$ cat config.mk
export PLATFORM = sky130hd
export DESIGN_NAME = glt_ctrl
export DESIGN_NICKNAME = d
export VERILOG_FILES = /design/src/rtl/core/glt_pkg.sv /design/src/rtl/core/glt_ctrl.sv
export SDC_FILE = /design/constraint.sdc
export NUM_CORES = 1
export LEC_CHECK = 0
export ABC_AREA = 0
export ABC_CLOCK_PERIOD_IN_PS = 1130
export BUFFER_PORTS_ARGS = -buffer_cell sky130_fd_sc_hd__buf_2
export CAP_MARGIN = 40
export CORE_AREA = 5 5 42 44
export DETAILED_ROUTE_END_ITERATION = 10
export DIE_AREA = 0 0 47 49
export GPL_ROUTABILITY_DRIVEN = 1
export SKIP_LAST_GASP = 1
export SYNTH_ARGS = -nofsm -noshare
export SYNTH_HDL_FRONTEND = slang
export SYNTH_SLANG_ARGS = --single-unit
export TNS_END_PERCENT = 100
$ cat constraint.sdc
create_clock -name i_clk -period 1.13 [get_ports i_clk]
set_input_delay 0.1695 -clock i_clk [delete_from_list [all_inputs] [get_ports i_clk]]
set_output_delay 0.1695 -clock i_clk [all_outputs]
set_load 0.1 [all_outputs]
$ cat src/rtl/core/glt_pkg.sv
// glt_pkg: shared types and constants for the glyph lookup text layout block
// no dependencies; used by the interfaces, controller, datapath and top level
package glt_pkg;

    localparam int GLYPHS_DEF = 256;
    localparam int CFG_W      = 16;

    typedef enum logic [1:0] {
        MODE_LOAD  = 2'd0,
        MODE_START = 2'd1,
        MODE_CHAR  = 2'd2
    } t_mode;

    typedef enum logic [1:0] {
        CFG_LOWEST  = 2'd0,
        CFG_HIGHEST = 2'd1,
        CFG_COUNT   = 2'd2,
        CFG_SCALE   = 2'd3
    } t_cfg_idx;

    typedef struct packed {
        t_mode              mode;
        logic [7:0]         slot;
        logic [15:0]        code;
        logic [7:0]         advance;
        logic [7:0]         box_width;
        logic [7:0]         box_height;
        logic [5:0]         row_bytes;
        logic signed [7:0]  x_offset;
        logic signed [7:0]  y_offset;
        logic [19:0]        bmp_addr;
        logic signed [31:0] origin_x;
        logic signed [31:0] origin_y;
    } t_req;

    typedef struct packed {
        logic               found;
        logic               draw;
        logic signed [31:0] glyph_x;
        logic signed [31:0] glyph_y;
        logic [7:0]         out_width;
        logic [7:0]         out_height;
        logic [5:0]         out_row_bytes;
        logic [19:0]        out_bmp_addr;
        logic [23:0]        string_width;
    } t_res;

    // one table entry: encoding, metrics and bitmap location
    typedef struct packed {
        logic [15:0]        code;
        logic [7:0]         advance;
        logic [7:0]         box_width;
        logic [7:0]         box_height;
        logic [5:0]         row_bytes;
        logic signed [7:0]  x_offset;
        logic signed [7:0]  y_offset;
        logic [19:0]        bmp_addr;
    } t_glyph_rec;

    localparam int REC_W = $bits(t_glyph_rec);

    typedef struct packed {
        logic accept;   // request taken this cycle
        logic start;    // range check and first probe
        logic step;     // compare probe, narrow bounds, next probe
        logic mul;      // register the scaled offsets and advance
        logic finish;   // load result register, move pen
    } t_cmd;

    typedef struct packed {
        logic req_is_char;
        logic start_ok;
        logic eq;
        logic next_empty;
    } t_sts;

endpackage

$ cat src/rtl/core/glt_ctrl.sv
// glt_ctrl: sequencer for load, start and character requests
// depends on glt_pkg; drives the datapath through t_cmd, reads t_sts
module glt_ctrl (
    input  logic          i_clk,
    input  logic          i_rst_n,
    input  logic          i_req_valid,
    output logic          o_req_ready,
    output logic          o_res_valid,
    input  logic          i_res_ready,
    input  glt_pkg::t_sts i_sts,
    output glt_pkg::t_cmd o_cmd
);
    import glt_pkg::*;

    typedef enum logic [2:0] {
        S_IDLE,
        S_CHECK,
        S_SEARCH,
        S_MUL,
        S_FINISH
    } t_state;

    t_state r_state, n_state;
    logic   r_res_valid, n_res_valid;
    t_cmd   cmd;

    assign o_req_ready = (r_state == S_IDLE);
    assign o_res_valid = r_res_valid;
    assign o_cmd       = cmd;

    always_comb begin
        n_state     = r_state;
        cmd         = '0;
        cmd.accept  = i_req_valid && (r_state == S_IDLE);
        n_res_valid = r_res_valid && !i_res_ready;
        unique case (r_state)
            S_IDLE: begin
                if (cmd.accept && i_sts.req_is_char) begin
                    n_state = S_CHECK;
                end
            end
            S_CHECK: begin
                cmd.start = 1'b1;
                n_state   = i_sts.start_ok ? S_SEARCH : S_FINISH;
            end
            S_SEARCH: begin
                cmd.step = 1'b1;
                if (i_sts.eq) begin
                    n_state = S_MUL;
                end else if (i_sts.next_empty) begin
                    n_state = S_FINISH;
                end
            end
            S_MUL: begin
                cmd.mul = 1'b1;
                n_state = S_FINISH;
            end
            S_FINISH: begin
                // wait while the previous result still sits unclaimed
                if (!r_res_valid || i_res_ready) begin
                    cmd.finish  = 1'b1;
                    n_res_valid = 1'b1;
                    n_state     = S_IDLE;
                end
            end
            default: n_state = S_IDLE;
        endcase
    end

    always_ff @(posedge i_clk) begin
        if (!i_rst_n) begin
            r_state     <= S_IDLE;
            r_res_valid <= 1'b0;
        end else begin
            r_state     <= n_state;
            r_res_valid <= n_res_valid;
        end
    end
endmodule

Word level (Yosys, flattened, before mapping) --
Cells that the tools add are included.
Word-level totals: register bits after elaboration 4, input port bits 8, output and inout port bits 7, logic and storage cells 30
Cells by class: mux-type cells 13, equal/unequal tests 7, reductions and logical operators 8
Operators with widths (count):
- $mux W3 | 5
- $pmux W3 S5 | 1
- $mux W1 | 7
- $eq A3 B2 Y1 const B | 2
- $eq A3 B1 Y1 const B | 1
- $eq A3 B3 Y1 const B | 1
- $logic_and A1 B1 Y1 | 3
- $logic_not A3 Y1 | 1
- $ne A3 B3 Y1 const B | 1
- $reduce_and A3 Y1 | 1
- $logic_not A1 Y1 | 2
- $ne A2 B1 Y1 const B | 1
- $ne A2 B2 Y1 const B | 1
- $logic_or A1 B1 Y1 | 1

Logic depth before layout (Yosys ltp) --
depth after elaboration 5, gate-level depth with buffers 5, mapped depth without buffers 4

Worst setup path before layout --
Ideal clock, no wire load.
kind register -> output, start point reg r_state[1], end point out o_cmd[2] (netlist bit), arrival time 2.668 ns, required time 0.961 ns, path buffers 0, stages on the path, launching flop included 2, slack -1.708 ns, cells stage by stage dfxtp_1 > nor3b_1
RTL lines:
- start: declaration | line glt_ctrl.sv:23 | t_state r_state, n_state;
- start signal: assignment | line glt_ctrl.sv:75 | r_state <= n_state;
- end: declaration | line glt_ctrl.sv:11 | output glt_pkg::t_cmd o_cmd

==> results.md <==
- Most frequent cells in the layout: buf_12, buf_4, buf_2
- Vias per cell: 4.600
- Dominant cells by area after synthesis: dfxtp_1, a21oi_1, nor3b_1, a22oi_2, nor3b_2
- Grt total ovfl: 0
- Status: complete, but fails checks
- Area Growth Syn to Fin: 149.8%
- Slew Limit Headroom: 85.50%
- Layout cells sized above 1: 84.75%
- Placed wire-length estimate: 678.2 µm
- Count of final setup violators: 9
- Nets: 68
- Crit path time final: 1.437 ns
- Asr flop ratio synth: 0%
- Worst skew pair latency: 0.24 ns
- Least-Margin Pin Slew: 0.2173 ns
- Row count: 14
- GR Util All Layers: 10.28%
- Antenna violations before repair: 0
- TritonCTS Sinks: 4
- CTS tree: yes
- Synth Net Count: 38
- Antenna-violating nets left: 0
- Worst-path clk slew: 0.04 ns
- Synth top area share: 28.70%
- Clock Root Buffer: clkbuf_4
- Clock buffer depth: 2
- Via count of the routed design: 345
- WP data arrival: 1.27 ns
- Clock Power Share: 15.8%
- Fmax: 695.8 MHz
- Combinational share of power: 68.2%
- CTS H-tree lvls: 1
- I/O pin count: 15
- Seq pwr share: 15.9%
- Req. time, crit path: 0.96 ns
- Fill count: 151
- TritonCTS Buffers: 3
- First-pass GRT wire length: 1607 µm
- Synth Cell Area: 279.0 µm²
- Width of the die: 47 µm
- Router iterations before antenna repair: 2
- Initial Util: 19.91%
- Leak pwr: 0.0003000 µW
- DR WL/cell: 12.61 µm
- Main flop type after synthesis: dfxtp_1
- Synth top cells by count: dfxtp_1, a21oi_1, nor3b_1
- Vias in the first global route: 347
- CP Class: reg -> out
- Post-Route WL: 946 µm
- Seq/Total Area, Yosys: 28.70%
- Syn_area_per_cell: 9.301 µm²
- Cells after DPL: 67
- Post-DP Area: 553.0 µm²
- Synth warn: 0
- Number of synthesized register bits: 4
- P per Cell Area: 1818 nW/µm²
- # port buffers: 14
- Max-cap violation count: 0
- Post-synth EDFFs: 0
- Global placement routability congestion: 0.7299
- Cells after Synth: 30
- Fin util: 49.73%
- Final WS setup: -0.3071 ns
- Final Cycle Share: 127.2%
- Min Hold Slack: 0.1951 ns
- # diodes: 0
- Post-synth top area cell: dfxtp_1
- Max FO, Critical Path: 5
- 1st-iter DRT viols: 1
- Post-synthesis cell type count: 24
- RSZ-0062 raised after global routing: true
- P_sw: 582.9 µW
- Maximum VDD drop: 0.8878 mV
- Worst Setup Start Kind: flip-flop
- Largest net degree at the start of global routing: 7
- Failing checks: setup timing
- Flop-to-flop setup slack: -0.18 ns
- Die Height: 49 µm
- DRC: 0
- Die area: 2303 µm²
- Total power: 1267 µW
- Cell area after layout: 696.9 µm²
- Most common cell in the netlist: dfxtp_1
- Worst min path class: in -> reg
- Final Skew: 0.0007092 ns
- Worst setup EP type: output port
- Internal: 684.2 µW
- CORE AREA: 1401 µm²
- Cts hold-fix bufs: 0
- Non-filler cells in the finished layout: 75
- Switching portion of total power: 46.00%
- Max-slew violations: 0
- Final Hold Violating Endpoints: 0
-- registers in the layout (all words and copies together) (netlist names) --
| signal | cells |
|---|---|
| r_state | 3 |
| o_res_valid | 1 |
-- metrics by stage --
step / setup TNS (ns) / setup WS, ns
detailed placement: -0.3535 / -0.1038
global route: -2.303 / -0.3791
floorplan: -4.545 / -0.7840
global placement: -0.1963 / -0.08109
CTS: -1.698 / -0.3291
finish: -1.765 / -0.3071
-- path summary, 6_finish.rpt --
kind / start / endpoint / cells after the start
worst min-delay path: i_rst_n / o_res_valid / 2
worst max register to register: r_state[1] / r_state[2] / 6
worst min register to register: r_state[2] / r_state[1] / 2
worst max-delay path: r_state[0] / o_cmd[4] / 4
-- repair_timing --
item                       in CTS  in global routing
pin swaps                       3                  6
buffers inserted                1                  3
setup endpoints to repair       9                  9
gates resized for setup        14                  5
cloned                          0                  0
-- cell type report --
class	instances	area [µm²]	area share, %
Clock buffer	4	26.28	3.770
Inverter	1	3.754	0.5386
Multi-Input combinational cell	23	251.5	36.09
Sequential cell	4	95.09	13.64
Tap cell	16	20.02	2.873
Timing Repair Buffer	27	300.3	43.09
-- critical path, stage by stage (launching register included) --
cell	delay, ns
dfxtp_4	0.36
buf_6	0.12
nor3_4	0.20
and2_4	0.19
buf_12	0.16
-- per-layer routing --
metal  track usage, %  up-vias  routed length (µm)
li1                 -      168                   -
met1            9.670      165                 310
met2            16.97       12                 568
met3            6.642        0                  66
met4            4.147        0                   0
met5                0        -                   0
-- cell families after synthesis --
logic type / synth area share [%]
and+or+nand+nor: 39.46
AOI/OAI and AO/OA: 19.73
DFF: 28.70
buffers and inverters: 8.071
muxes: 4.036
-- power by group through the flow --
stage / Clock [µW] / Sequential, µW / Combinational, µW
2_1_floorplan: 0 / 210 / 469
3_3_place_gp: 0 / 193 / 759
3_5_place_dp: 0 / 194 / 769
4_1_cts: 209 / 199 / 822
5_1_grt: 236 / 205 / 902
6_report: 201 / 202 / 864
(Power assumes the default switching activity.)
